==> config.mk <==
export PLATFORM = sky130hd
export DESIGN_NAME = video_beam_position_counter_flat
export DESIGN_NICKNAME = d
export VERILOG_FILES = /design/src/sv/vbpc_pkg.sv /design/src/sv/vbpc_if.sv /design/src/sv/vbpc_line_unit.sv /design/src/sv/video_beam_position_counter.sv /design/src/flat_wrapper.sv
export SDC_FILE = /design/constraint.sdc
export NUM_CORES = 1
export LEC_CHECK = 0
export BUFFER_PORTS_ARGS = -buffer_cell sky130_fd_sc_hd__buf_2
export CAP_MARGIN = 20
export CELL_PAD_IN_SITES_DETAIL_PLACEMENT = 1
export CELL_PAD_IN_SITES_GLOBAL_PLACEMENT = 1
export CORE_MARGIN = 10
export CORE_UTILIZATION = 46
export CTS_BUF_LIST = sky130_fd_sc_hd__clkbuf_4 sky130_fd_sc_hd__clkbuf_8 sky130_fd_sc_hd__clkbuf_16
export DETAILED_ROUTE_END_ITERATION = 10
export GPL_TIMING_DRIVEN = 0
export PLACE_DENSITY = 0.92
export SLEW_MARGIN = 20
export SYNTH_ARGS = -nofsm -noshare
export SYNTH_HDL_FRONTEND = slang
export SYNTH_SLANG_ARGS = --single-unit
==> constraint.sdc <==
create_clock -name i_clk -period 4.8 [get_ports i_clk]
set_input_delay 0.96 -clock i_clk [delete_from_list [all_inputs] [get_ports i_clk]]
set_output_delay 0.96 -clock i_clk [all_outputs]
set_load 0.05 [all_outputs]
==> src/sv/vbpc_pkg.sv <==
package vbpc_pkg;

    localparam int LINE_W  = 9;
    localparam int FRAME_W = 10;
    localparam int HPOS_W  = 10;
    localparam int VPOS_W  = 11;
    localparam int CLK_W   = 16;
    localparam int CNT_W   = 32;
    localparam int CFG_IDX_W  = 3;
    localparam int CFG_DATA_W = 10;

    localparam logic [LINE_W-1:0]  LINE_LENGTH_RST   = 9'd227;
    localparam logic [FRAME_W-1:0] FRAME_LENGTH_RST  = 10'd312;
    localparam logic [FRAME_W-1:0] VIS_FIRST_RST     = 10'd44;
    localparam logic [FRAME_W-1:0] VIS_LAST_RST      = 10'd300;

    // register indexes of the configuration port
    localparam logic [CFG_IDX_W-1:0] CFG_LINE_LENGTH  = 3'd0;
    localparam logic [CFG_IDX_W-1:0] CFG_FRAME_LENGTH = 3'd1;
    localparam logic [CFG_IDX_W-1:0] CFG_VIS_FIRST    = 3'd2;
    localparam logic [CFG_IDX_W-1:0] CFG_VIS_LAST     = 3'd3;
    localparam logic [CFG_IDX_W-1:0] CFG_LL_TOGGLE    = 3'd4;
    localparam logic [CFG_IDX_W-1:0] CFG_LF_TOGGLE    = 3'd5;

    typedef enum logic [1:0] {
        ST_IDLE = 2'b01,
        ST_RUN  = 2'b10
    } t_state;

    // what the line-step unit reports for the current line
    typedef struct packed {
        logic [HPOS_W-1:0] hmax;
        logic              past_end;
        logic              fits;
        logic [HPOS_W-1:0] left;
        logic [CLK_W-1:0]  clocks_rem;
    } t_line_step;

endpackage

==> src/sv/vbpc_if.sv <==
interface vbpc_in_if;
    logic                        valid;
    logic                        ready;
    logic [vbpc_pkg::CLK_W-1:0]  clock_count;

    modport source (output valid, output clock_count, input ready);
    modport sink   (input valid, input clock_count, output ready);
endinterface

interface vbpc_out_if;
    logic                        valid;
    logic                        ready;
    logic [vbpc_pkg::HPOS_W-1:0] horiz_pos;
    logic [vbpc_pkg::VPOS_W-1:0] vert_pos;
    logic                        long_line;
    logic                        long_frame;
    logic [vbpc_pkg::CNT_W-1:0]  frames_done;
    logic                        in_visible;
    logic [vbpc_pkg::HPOS_W-1:0] clocks_to_line_end;

    modport source (output valid, output horiz_pos, output vert_pos, output long_line,
                     output long_frame, output frames_done, output in_visible,
                     output clocks_to_line_end, input ready);
    modport sink   (input valid, input horiz_pos, input vert_pos, input long_line,
                     input long_frame, input frames_done, input in_visible,
                     input clocks_to_line_end, output ready);
endinterface

interface vbpc_cfg_if;
    logic                             valid;
    logic                             ready;
    logic [vbpc_pkg::CFG_IDX_W-1:0]   index;
    logic [vbpc_pkg::CFG_DATA_W-1:0]  data;

    modport source (output valid, output index, output data, input ready);
    modport sink   (input valid, input index, input data, output ready);
endinterface

==> src/sv/vbpc_line_unit.sv <==
module vbpc_line_unit (
    input  logic [vbpc_pkg::LINE_W-1:0] i_line_length,
    input  logic                        i_long_line,
    input  logic [vbpc_pkg::HPOS_W-1:0] i_hpos,
    input  logic [vbpc_pkg::CLK_W-1:0]  i_clocks,
    output vbpc_pkg::t_line_step        o_step
);

    logic [vbpc_pkg::HPOS_W-1:0] w_hmax;
    logic [vbpc_pkg::HPOS_W-1:0] w_left;
    logic [vbpc_pkg::CLK_W-1:0]  w_left_ext;

    // current line length with the extra clock of a long line
    assign w_hmax = {1'b0, i_line_length} + {{(vbpc_pkg::HPOS_W-1){1'b0}}, i_long_line};
    assign w_left = w_hmax - i_hpos;
    assign w_left_ext = {{(vbpc_pkg::CLK_W-vbpc_pkg::HPOS_W){1'b0}}, w_left};

    always_comb begin
        o_step.hmax       = w_hmax;
        o_step.past_end   = (i_hpos >= w_hmax);
        o_step.left       = w_left;
        o_step.fits       = (i_clocks < w_left_ext);
        o_step.clocks_rem = i_clocks - w_left_ext;
    end

endmodule

==> src/sv/video_beam_position_counter.sv <==
// an input word is taken only in idle; the run state then steps through the line ends crossed
// and the final partial line, and registers the result once the output register is free
// no new word is taken until the result is registered and the block is back in idle
// the line-step unit retires one line (or the final partial line) per cycle
// reset: synchronous, active low; registers to defaults, position and counters zero
module video_beam_position_counter (
    input  logic              i_clk,
    input  logic              i_rst_n,
    vbpc_in_if.sink           i_in,
    vbpc_out_if.source        o_out,
    vbpc_cfg_if.sink          i_cfg
);

    vbpc_pkg::t_state r_state, n_state;

    logic [vbpc_pkg::LINE_W-1:0]  r_line_length, n_line_length;
    logic [vbpc_pkg::FRAME_W-1:0] r_frame_length, n_frame_length;
    logic [vbpc_pkg::FRAME_W-1:0] r_vis_first, n_vis_first;
    logic [vbpc_pkg::FRAME_W-1:0] r_vis_last, n_vis_last;
    logic                         r_ll_toggle, n_ll_toggle;
    logic                         r_lf_toggle, n_lf_toggle;

    logic [vbpc_pkg::HPOS_W-1:0]  r_hpos, n_hpos;
    logic [vbpc_pkg::VPOS_W-1:0]  r_vpos, n_vpos;
    logic                         r_ll_flag, n_ll_flag;
    logic                         r_lf_flag, n_lf_flag;
    logic [vbpc_pkg::CNT_W-1:0]   r_frames, n_frames;
    logic [vbpc_pkg::CLK_W-1:0]   r_clocks, n_clocks;

    logic                         r_out_valid, n_out_valid;
    logic [vbpc_pkg::HPOS_W-1:0]  r_o_hpos, n_o_hpos;
    logic [vbpc_pkg::VPOS_W-1:0]  r_o_vpos, n_o_vpos;
    logic                         r_o_ll, n_o_ll;
    logic                         r_o_lf, n_o_lf;
    logic [vbpc_pkg::CNT_W-1:0]   r_o_frames, n_o_frames;
    logic                         r_o_vis, n_o_vis;
    logic [vbpc_pkg::HPOS_W-1:0]  r_o_left, n_o_left;

    vbpc_pkg::t_line_step         w_step;
    logic                         w_in_acc;
    logic                         w_zero_geom;
    logic [vbpc_pkg::VPOS_W-1:0]  w_eol_vpos;
    logic [vbpc_pkg::VPOS_W-1:0]  w_frame_len;
    logic                         w_frame_wrap;

    vbpc_line_unit u_line_unit (
        .i_line_length (r_line_length),
        .i_long_line   (r_ll_flag),
        .i_hpos        (r_hpos),
        .i_clocks      (r_clocks),
        .o_step        (w_step)
    );

    assign i_in.ready  = (r_state == vbpc_pkg::ST_IDLE);
    assign i_cfg.ready = 1'b1;
    assign w_in_acc    = i_in.valid && (r_state == vbpc_pkg::ST_IDLE);
    assign w_zero_geom = (r_line_length == '0) || (r_frame_length == '0);

    assign w_eol_vpos   = r_vpos + {{(vbpc_pkg::VPOS_W-1){1'b0}}, 1'b1};
    assign w_frame_len  = {1'b0, r_frame_length} + {{(vbpc_pkg::VPOS_W-1){1'b0}}, r_lf_flag};
    assign w_frame_wrap = (w_eol_vpos >= w_frame_len);

    assign o_out.valid              = r_out_valid;
    assign o_out.horiz_pos          = r_o_hpos;
    assign o_out.vert_pos           = r_o_vpos;
    assign o_out.long_line          = r_o_ll;
    assign o_out.long_frame         = r_o_lf;
    assign o_out.frames_done        = r_o_frames;
    assign o_out.in_visible         = r_o_vis;
    assign o_out.clocks_to_line_end = r_o_left;

    always_comb begin
        n_state        = r_state;
        n_line_length  = r_line_length;
        n_frame_length = r_frame_length;
        n_vis_first    = r_vis_first;
        n_vis_last     = r_vis_last;
        n_ll_toggle    = r_ll_toggle;
        n_lf_toggle    = r_lf_toggle;
        n_hpos         = r_hpos;
        n_vpos         = r_vpos;
        n_ll_flag      = r_ll_flag;
        n_lf_flag      = r_lf_flag;
        n_frames       = r_frames;
        n_clocks       = r_clocks;
        n_out_valid    = r_out_valid && !o_out.ready;
        n_o_hpos       = r_o_hpos;
        n_o_vpos       = r_o_vpos;
        n_o_ll         = r_o_ll;
        n_o_lf         = r_o_lf;
        n_o_frames     = r_o_frames;
        n_o_vis        = r_o_vis;
        n_o_left       = r_o_left;

        if (i_cfg.valid) begin
            unique case (i_cfg.index)
                vbpc_pkg::CFG_LINE_LENGTH:  n_line_length  = i_cfg.data[vbpc_pkg::LINE_W-1:0];
                vbpc_pkg::CFG_FRAME_LENGTH: n_frame_length = i_cfg.data;
                vbpc_pkg::CFG_VIS_FIRST:    n_vis_first    = i_cfg.data;
                vbpc_pkg::CFG_VIS_LAST:     n_vis_last     = i_cfg.data;
                vbpc_pkg::CFG_LL_TOGGLE:    n_ll_toggle    = i_cfg.data[0];
                vbpc_pkg::CFG_LF_TOGGLE:    n_lf_toggle    = i_cfg.data[0];
                default: ;
            endcase
        end

        unique case (r_state)
            vbpc_pkg::ST_IDLE: begin
                if (w_in_acc) begin
                    n_clocks = i_in.clock_count;
                    n_state  = vbpc_pkg::ST_RUN;
                    // zero geometry falls back to the defaults with cleared state
                    if (w_zero_geom) begin
                        n_line_length  = vbpc_pkg::LINE_LENGTH_RST;
                        n_frame_length = vbpc_pkg::FRAME_LENGTH_RST;
                        n_vis_first    = vbpc_pkg::VIS_FIRST_RST;
                        n_vis_last     = vbpc_pkg::VIS_LAST_RST;
                        n_ll_toggle    = 1'b0;
                        n_lf_toggle    = 1'b0;
                        n_hpos         = '0;
                        n_vpos         = '0;
                        n_ll_flag      = 1'b0;
                        n_lf_flag      = 1'b0;
                        n_frames       = '0;
                    end
                end
            end
            vbpc_pkg::ST_RUN: begin
                if (r_clocks == '0) begin
                    if (!r_out_valid || o_out.ready) begin
                        n_out_valid = 1'b1;
                        n_o_hpos    = r_hpos;
                        n_o_vpos    = r_vpos;
                        n_o_ll      = r_ll_flag;
                        n_o_lf      = r_lf_flag;
                        n_o_frames  = r_frames;
                        n_o_vis     = ({1'b0, r_vis_first} <= r_vpos)
                                      && (r_vpos <= {1'b0, r_vis_last});
                        n_o_left    = w_step.past_end ? '0 : w_step.left;
                        n_state     = vbpc_pkg::ST_IDLE;
                    end
                end else if (!w_step.past_end && w_step.fits) begin
                    // advance stops inside the line
                    n_hpos   = r_hpos + r_clocks[vbpc_pkg::HPOS_W-1:0];
                    n_clocks = '0;
                end else begin
                    // line end, with or without clocks spent on it
                    if (!w_step.past_end) begin
                        n_clocks = w_step.clocks_rem;
                    end
                    n_hpos    = '0;
                    n_vpos    = w_frame_wrap ? '0 : w_eol_vpos;
                    n_ll_flag = r_ll_toggle && !r_ll_flag;
                    if (w_frame_wrap) begin
                        n_frames  = r_frames + 32'd1;
                        n_lf_flag = r_lf_toggle && !r_lf_flag;
                    end
                end
            end
            default: n_state = vbpc_pkg::ST_IDLE;
        endcase
    end

    always_ff @(posedge i_clk) begin
        if (!i_rst_n) begin
            r_state        <= vbpc_pkg::ST_IDLE;
            r_line_length  <= vbpc_pkg::LINE_LENGTH_RST;
            r_frame_length <= vbpc_pkg::FRAME_LENGTH_RST;
            r_vis_first    <= vbpc_pkg::VIS_FIRST_RST;
            r_vis_last     <= vbpc_pkg::VIS_LAST_RST;
            r_ll_toggle    <= 1'b0;
            r_lf_toggle    <= 1'b0;
            r_hpos         <= '0;
            r_vpos         <= '0;
            r_ll_flag      <= 1'b0;
            r_lf_flag      <= 1'b0;
            r_frames       <= '0;
            r_clocks       <= '0;
            r_out_valid    <= 1'b0;
        end else begin
            r_state        <= n_state;
            r_line_length  <= n_line_length;
            r_frame_length <= n_frame_length;
            r_vis_first    <= n_vis_first;
            r_vis_last     <= n_vis_last;
            r_ll_toggle    <= n_ll_toggle;
            r_lf_toggle    <= n_lf_toggle;
            r_hpos         <= n_hpos;
            r_vpos         <= n_vpos;
            r_ll_flag      <= n_ll_flag;
            r_lf_flag      <= n_lf_flag;
            r_frames       <= n_frames;
            r_clocks       <= n_clocks;
            r_out_valid    <= n_out_valid;
        end
    end

    always_ff @(posedge i_clk) begin
        r_o_hpos   <= n_o_hpos;
        r_o_vpos   <= n_o_vpos;
        r_o_ll     <= n_o_ll;
        r_o_lf     <= n_o_lf;
        r_o_frames <= n_o_frames;
        r_o_vis    <= n_o_vis;
        r_o_left   <= n_o_left;
    end

endmodule

==> src/flat_wrapper.sv <==
// flat-port wrapper written by rule: the top's interface ports become plain ports
module video_beam_position_counter_flat 
  (i_clk, i_rst_n, i_in_valid, i_in_clock_count, i_in_ready, o_out_valid, o_out_horiz_pos, o_out_vert_pos, o_out_long_line, o_out_long_frame, o_out_frames_done, o_out_in_visible, o_out_clocks_to_line_end, o_out_ready, i_cfg_valid, i_cfg_index, i_cfg_data, i_cfg_ready);
  vbpc_in_if i_in_i ();
  vbpc_out_if o_out_i ();
  vbpc_cfg_if i_cfg_i ();
  input  logic i_clk;
  input  logic i_rst_n;
  input wire logic [$bits(i_in_i.valid)-1:0] i_in_valid;
  input wire logic [$bits(i_in_i.clock_count)-1:0] i_in_clock_count;
  output wire logic [$bits(i_in_i.ready)-1:0] i_in_ready;
  output wire logic [$bits(o_out_i.valid)-1:0] o_out_valid;
  output wire logic [$bits(o_out_i.horiz_pos)-1:0] o_out_horiz_pos;
  output wire logic [$bits(o_out_i.vert_pos)-1:0] o_out_vert_pos;
  output wire logic [$bits(o_out_i.long_line)-1:0] o_out_long_line;
  output wire logic [$bits(o_out_i.long_frame)-1:0] o_out_long_frame;
  output wire logic [$bits(o_out_i.frames_done)-1:0] o_out_frames_done;
  output wire logic [$bits(o_out_i.in_visible)-1:0] o_out_in_visible;
  output wire logic [$bits(o_out_i.clocks_to_line_end)-1:0] o_out_clocks_to_line_end;
  input wire logic [$bits(o_out_i.ready)-1:0] o_out_ready;
  input wire logic [$bits(i_cfg_i.valid)-1:0] i_cfg_valid;
  input wire logic [$bits(i_cfg_i.index)-1:0] i_cfg_index;
  input wire logic [$bits(i_cfg_i.data)-1:0] i_cfg_data;
  output wire logic [$bits(i_cfg_i.ready)-1:0] i_cfg_ready;
  assign i_in_i.valid = i_in_valid;
  assign i_in_i.clock_count = i_in_clock_count;
  assign i_in_ready = i_in_i.ready;
  assign o_out_valid = o_out_i.valid;
  assign o_out_horiz_pos = o_out_i.horiz_pos;
  assign o_out_vert_pos = o_out_i.vert_pos;
  assign o_out_long_line = o_out_i.long_line;
  assign o_out_long_frame = o_out_i.long_frame;
  assign o_out_frames_done = o_out_i.frames_done;
  assign o_out_in_visible = o_out_i.in_visible;
  assign o_out_clocks_to_line_end = o_out_i.clocks_to_line_end;
  assign o_out_i.ready = o_out_ready;
  assign i_cfg_i.valid = i_cfg_valid;
  assign i_cfg_i.index = i_cfg_index;
  assign i_cfg_i.data = i_cfg_data;
  assign i_cfg_ready = i_cfg_i.ready;
  video_beam_position_counter u_core (.i_clk(i_clk), .i_rst_n(i_rst_n), .i_in(i_in_i), .o_out(o_out_i), .i_cfg(i_cfg_i));
endmodule
-- Yosys cells after proc, flatten, opt, wreduce, memory -nomap -nowiden
Index checks and enable logic that the tools add are counted.
- flip-flop bits (word level): 181
- multiplexer cells: 68
- reductions and logical operators: 24
- equal/unequal tests: 15
- magnitude comparators: 5
- $add $sub $neg: 7
- operator list (kind ; count):
    two-way mux 10 bit ; 19
    two-way mux 32 bit ; 5
    two-way mux 16 bit ; 4
    case mux 32 bit (2 select lines) ; 1
    two-way mux 11 bit ; 5
    two-way mux 9 bit ; 5
    adder 32 x 1 -> 32 bit, second input constant ; 1
    case mux 16 bit (2 select lines) ; 1
    case mux 11 bit (2 select lines) ; 1
    two-way mux 1 bit ; 20
    case mux 10 bit (2 select lines) ; 1
    zero test 16 bit ; 1
    < comparator 16 x 10 -> 1 bit ; 1
    subtractor 16 x 10 -> 16 bit ; 1
    adder 10 x 1 -> 11 bit ; 1
    adder 11 x 1 -> 11 bit, second input constant ; 1
    >= comparator 11 bit ; 1
    less-or-equal comparator 10 x 11 -> 1 bit ; 1
    less-or-equal comparator 11 x 10 -> 1 bit ; 1
    adder 10 bit ; 1
    adder 9 x 1 -> 10 bit ; 1
    >= comparator 10 bit ; 1
    zero test 10 bit ; 1
    != test 2 x 1 -> 1 bit, second input constant ; 5
    21 further kinds ; 39

-- Longest topological paths before layout
- depth after elaboration: 7
- mapped depth: 21
- gate-level depth less buffers: 19

-- Hierarchy
Synthesis repeated with hierarchy kept, for this count alone.
- cell total of the unflattened synthesis: 1038
- area, all modules: 9581.7 µm²
- modules (own cells, without submodules) (module ; instances ; cells each ; area each (µm²)):
    video_beam_position_counter ; 1 ; 865 ; 8314.2
    vbpc_line_unit ; 1 ; 173 ; 1267.5

-- Least setup slack after synthesis
OpenSTA, ideal clock, no wires.
- kind: register -> register
- start point: reg u_core.r_ll_flag
- end point: reg u_core.r_frames[11] (netlist name)
- data required time: 4.683 ns
- data arrival time: 3.986 ns
- path slack: 0.696 ns
- cell stages (with the launch flop): 20
- setup time: 0.117 ns
- period minus slack after synthesis: 4.104 ns
- path through: dfxtp_1 > ha_1 > ha_1 > fa_1 > a21oi_1 > nor2_1 > nor3_1 > o21bai_1 > a21oi_1 > xor2_1 > ha_1 > a21o_1 > a21oi_1 > nand3_1 > a2111oi_4 > or2_1 > buf_4 > buf_6 > nor2_1 > a32o_1
- word-level cells in the longest chain between the ends: 6
- elaborated cells on any way between the ends: 8
- classes of those cells: add/sub (2); order compare (2); eq/ne (1); reduce/logical (3)
- ends and longest elaborated chain (item ; line ; RTL):
    from (decl) ; video_beam_position_counter.sv:25 ; logic r_ll_flag, n_ll_flag;
    from (signal assigned) ; video_beam_position_counter.sv:190 ; r_ll_flag <= n_ll_flag;
    adder 9 x 1 -> 10 bit * ; vbpc_line_unit.sv:14 ; assign w_hmax = {1'b0, i_line_length} + {{(vbpc_pkg::HPOS_W-1){1'b0}}, i_long_line};
    subtractor 10 bit or >= comparator 10 bit (tied branches) ; vbpc_line_unit.sv:15, vbpc_line_unit.sv:20 ;
    < comparator 16 x 10 -> 1 bit or zero test 1 bit (tied branches) ; vbpc_line_unit.sv:22, video_beam_position_counter.sv:142 ;
    logical AND 1 bit * ; video_beam_position_counter.sv:142 ; end else if (!w_step.past_end && w_step.fits) begin
    != test 2 bit (no line) * ; n/a ;
    AND reduction 6 bit (no line) * ; n/a ;
    to (signal assigned) ; video_beam_position_counter.sv:192 ; r_frames <= n_frames;
    to (decl) ; video_beam_position_counter.sv:27 ; logic [vbpc_pkg::CNT_W-1:0] r_frames, n_frames;
Mark *: on every way between the ends. The rest lies on a longest branch, timed or not.
A chain may end at the register's enable or synchronous reset.

-- Worst setup path in the final report
- start point: reg u_core.r_line_length[0] (netlist name)
- end point: reg u_core.r_frames[8] (netlist name)
- word-level cells in the longest chain between the ends: 6
- elaborated cells on any way between the ends: 11
- classes of those cells: add/sub (2); order compare (2); eq/ne (2); reduce/logical (5)
- ends and longest elaborated chain (item ; line ; RTL):
    from (decl) ; video_beam_position_counter.sv:16 ; logic [vbpc_pkg::LINE_W-1:0] r_line_length, n_line_length;
    from (signal assigned) ; video_beam_position_counter.sv:167 ; r_line_length <= vbpc_pkg::LINE_LENGTH_RST;
    from (signal assigned) ; video_beam_position_counter.sv:182 ; r_line_length <= n_line_length;
    adder 9 x 1 -> 10 bit ; vbpc_line_unit.sv:14 ;
    subtractor 10 bit or >= comparator 10 bit (tied branches) ; vbpc_line_unit.sv:15, vbpc_line_unit.sv:20 ;
    < comparator 16 x 10 -> 1 bit or zero test 1 bit (tied branches) ; vbpc_line_unit.sv:22, video_beam_position_counter.sv:142 ;
    logical AND 1 bit ; video_beam_position_counter.sv:142 ;
    != test 2 bit (no line) ; n/a ;
    AND reduction 6 bit (no line) * ; n/a ;
Marked as above.

==> impl_metrics.csv <==
group,metric,value,unit
run_status,status,"complete, no violations",
clocking,root_buffer,"clkbuf_16",
route,wl_per_cell,23.9,um
synthesis,synth_top_area_share,24.0,%
worst_setup_path,startpoint_type,"flip-flop",
floorplanning,initial_core_util,47.2,%
synthesis,synth_top_area_cell,"dfxtp_1",
cells_and_area,final_net_count,1255,
route,first_iter_violations,913,
cells_and_area,multiInputGateArea,5100,sq um
synthesis,yosys_warnings,0,
placed_design,dp_hpwl,22400,um
timing,worst_slack,4.96,ps
worst_setup_path,slowest_delay,440,ps
synthesis,ys_async_sr_fraction,0,%
worst_setup_path,crit_end,"u_core.r_frames[8]$_SDFFE_PN0P_",
synthesis,syn_avg_cell_area,9.37,sq um
cells_and_area,fillers,2362,
route,num_vias,9212,
cells_and_area,fin_util,55.2,%
clocking,cts_made_buffers,17,
timing,min_period,4800,ps
timing,fin_crit_sh,99.9,%
timing,tns,0,ps
placed_design,io_buffers,98,
synthesis,synthCells,1025,
worst_setup_path,cp_data_arrival_time,5100,ps
placed_design,dp_cells,1394,
synthesis,yosys-top-cells-area,"dfxtp_1 (24%), edfxtp_1 (21%), ha_1 (8.7%)",
route,ant_nets,0,
worst_setup_path,cp-startpoint,"u_core.r_line_length[0]$_SDFF_PN1_",
clocking,htreeDepth,4,
synthesis,synth_area,9610,sq um
worst_setup_path,r2r_cells,21,
timing,fmax,0.209,GHz
floorplanning,die_h,165,um
worst_setup_path,crit_chain,"ha_4 -> ha_4 -> nand2_1 -> xnor2_1 -> ha_1 -> a21oi_1 -> nor2b_1 -> nor3_2 -> o21bai_2 -> a21oi_2 -> xor2_2 -> ha_1 -> a21o_1 -> a21oi_2 -> nand3_2 -> a2111oi_4 -> or2_1 -> buf_4 -> buf_4 -> o311ai_0 -> o41ai_1",
timing,hold_slack,469,ps
timing,slew_headroom,42.0,%
synthesis,yosysSeqAreaShare,44.6,%
power_and_ir_drop,total_power,3.38,mW
cells_and_area,syn_to_final_growth,17.0,%
global_route,grt_use_total,23.7,%
floorplanning,ioPinCount,103,
cells_and_area,drive_gt1_share,16.0,%
worst_setup_path,end_kind,"flip-flop",
worst_setup_path,path_max_fanout,10,
route,wirelength,34300,um
cells_and_area,final_cells,1434,
synthesis,synth_cell_types,74,
floorplanning,rows,52,
synthesis,synth_ff_type,"dfxtp_1",
worst_setup_path,path_class,"reg -> reg",
placed_design,place_area,10500,sq um
floorplanning,dieArea,27100,sq um
cells_and_area,register_area,4290,sq um
global_route,grt_overflow,0,
floorplanning,die_w,165,um
cells_and_area,antennaDiodeCount,0,
worst_hold_path,worst_hold_path_type,"reg -> reg",
run,cap_violations,0,
worst_setup_path,critical_path.slowest_cell,"dfxtp_1",
timing,finalSetupViolCount,0,
route,route.detailed.drc,0,
worst_setup_path,crit_required,5110,ps
global_route,antenna_found_initial,1,
clocking,cts_hold_buf,0,
route,routed_via_density,6.42,
clocking,insertion_delay,450,ps
clocking,cts_sinks,181,
power_and_ir_drop,vdd_ir_drop_max,0.239,mV
power_and_ir_drop,powerDensity,300,nW/um^2
worst_setup_path,regToRegEndpoint,"u_core.r_frames[8]$_SDFFE_PN0P_",
placed_design,gp_congestion,0.895,
cells_and_area,stdcell_area,11200,sq um
clocking,clk_pin_slew,70,ps
synthesis,synth_edf_count,66,
worst_setup_path,r2r_slack,5,ps
timing,finalClockSkew,10.2,ps
synthesis,synth_fp_nets,1129,
placed_design,place_ws,-216,ps
global_route,grt_pass1_wl,51300,um
worst_setup_path,path_depth,21,
timing,final_max_slew_viol_count,0,
clocking,cts_tree,"built",
clocking,clockBufferDepth,2,
worst_setup_path,cp.buffers_inverters,2,
worst_setup_path,crit_family,"compound AO/OA/AOI/OAI gates",
timing,tightestPinTransition,864,ps
synthesis,synth-seq-cells,181,
route,drt_pass1_iterations,7,
power_and_ir_drop,leakagePower,4.19,nW
worst_setup_path,timing.rr.start,"u_core.r_line_length[0]$_SDFF_PN1_",
global_route,grt_pass1_vias,9420,
timing,finalHoldViolCount,0,
floorplanning,fp.coreArea,20400,sq um
global_route,grt_max_degree,55,
[metal layers]
layer / share of wire [%] / track usage [%] / routed length (um) / vias to the layer above
li1: - / - / - / 4057
met1: 40 / 28.8 / 13700 / 4620
met2: 49 / 40.0 / 16800 / 418
met3: 7.6 / 4.98 / 2590 / 115
met4: 3.6 / 10.1 / 1230 / 2
met5: 0.038 / 0 / 13 / -
[synthesized netlist by cell type, types with 12 or more instances]
master    count
nor3_1       17
clkbuf_1     34
ha_1         67
dfxtp_1     115
o21ai_0      34
nand2_1     119
nor2_1       68
a31oi_1      12
edfxtp_1     66
xor2_1       14
xnor2_1      30
nand4_1      14
and3_1       15
a21oi_1      67
inv_1        46
o311ai_0     23
o41ai_1      17
nand3_1      63
nor2b_1      14
[placed cells by master (no fill, tap or decap), types with 16 or more instances in the layout]
| cell type | n |
|---|---|
| nor3_1 | 16 |
| dfxtp_1 | 114 |
| nand2_1 | 119 |
| nand3_1 | 62 |
| ha_1 | 65 |
| xnor2_1 | 29 |
| a21oi_1 | 64 |
| o21ai_0 | 31 |
| nor2_1 | 67 |
| edfxtp_1 | 66 |
| inv_1 | 46 |
| clkbuf_1 | 33 |
| o311ai_0 | 18 |
| clkbuf_16 | 17 |
| buf_2 | 100 |
[worst register-to-register path, delay by kind of cell, from the launching register on]
kind	cells	cell delay [ps]
adders and majority gates	4	1000
and+or+nand+nor	5	760
xor gates and xnor gates	2	410
AOI/OAI and AO/OA	8	1670
buffers and inverters	2	370
DFF	1	440
[report_power, final]
group	internal (mW)	total, mW	switching [mW]
registers	1.61	1.64	0.0356
logic	0.135	0.385	0.250
clock network	0.696	1.35	0.656
total	2.44	3.38	0.941
[kinds of logic (layout without fill, tap and decap cells)]
group	Yosys count	after routing	synth area share (%)
buffers and inverters	95	234	4.00
AOI/OAI and AO/OA	249	249	18.1
adders and majority gates	70	70	9.35
xor gates and xnor gates	44	44	4.01
other	1	1	0.0390
muxes	2	2	0.221
DFF	181	181	44.6
and+or+nand+nor	383	383	19.7
[worst min-delay path by stage]
stage / from / cells past startpoint / to / slack [ps]
3_3_place_gp: u_core.r_frames[19]$_SDFFE_PN0P_ / 0 / u_core.o_out.frames_done[19]$_DFFE_PP_ / 430
3_5_place_dp: u_core.r_frames[19]$_SDFFE_PN0P_ / 0 / u_core.o_out.frames_done[19]$_DFFE_PP_ / 450
5_1_grt: u_core.r_vis_last[7]$_SDFF_PN0_ / 2 / u_core.r_vis_last[7]$_SDFF_PN0_ / 470
2_1_floorplan: u_core.r_frames[19]$_SDFFE_PN0P_ / 0 / u_core.o_out.frames_done[19]$_DFFE_PP_ / 410
4_1_cts: u_core.r_frames[19]$_SDFFE_PN0P_ / 0 / u_core.o_out.frames_done[19]$_DFFE_PP_ / 460
6_report: u_core.r_vis_last[7]$_SDFF_PN0_ / 2 / u_core.r_vis_last[7]$_SDFF_PN0_ / 470
[sequential cells by signal, indices dropped and copies added, names as in the netlist, 2 cells and up]
register / count
u_core.r_vis_first: 10
u_core.o_out.vert_pos: 11
u_core.o_out.clocks_to_line_end: 10
u_core.r_vpos: 11
u_core.o_out.horiz_pos: 10
u_core.r_frame_length: 10
u_core.r_vis_last: 10
u_core.r_clocks: 16
u_core.r_hpos: 10
u_core.r_frames: 32
u_core.r_state: 2
u_core.o_out.frames_done: 32
u_core.r_line_length: 9
[cell type report]
type	instances	area share [%]
multi-input cells	749	45.4
flip-flops and latches	181	38.1
repair buffers	107	5.14
clock buffers	20	4.04
well taps	270	3.00
plain buffers	48	1.94
inverters	47	1.57
clock inverters	12	0.857
[what timing repair did]
action / in CTS / in global routing
resized for setup: 12 / 27
pin swaps: 1 / 5
hold endpoints to repair: 0 / 0
setup buffers: 2 / 6
setup endpoints to repair: 71 / 65
Note: power is estimated with default switching activity, not from simulation.
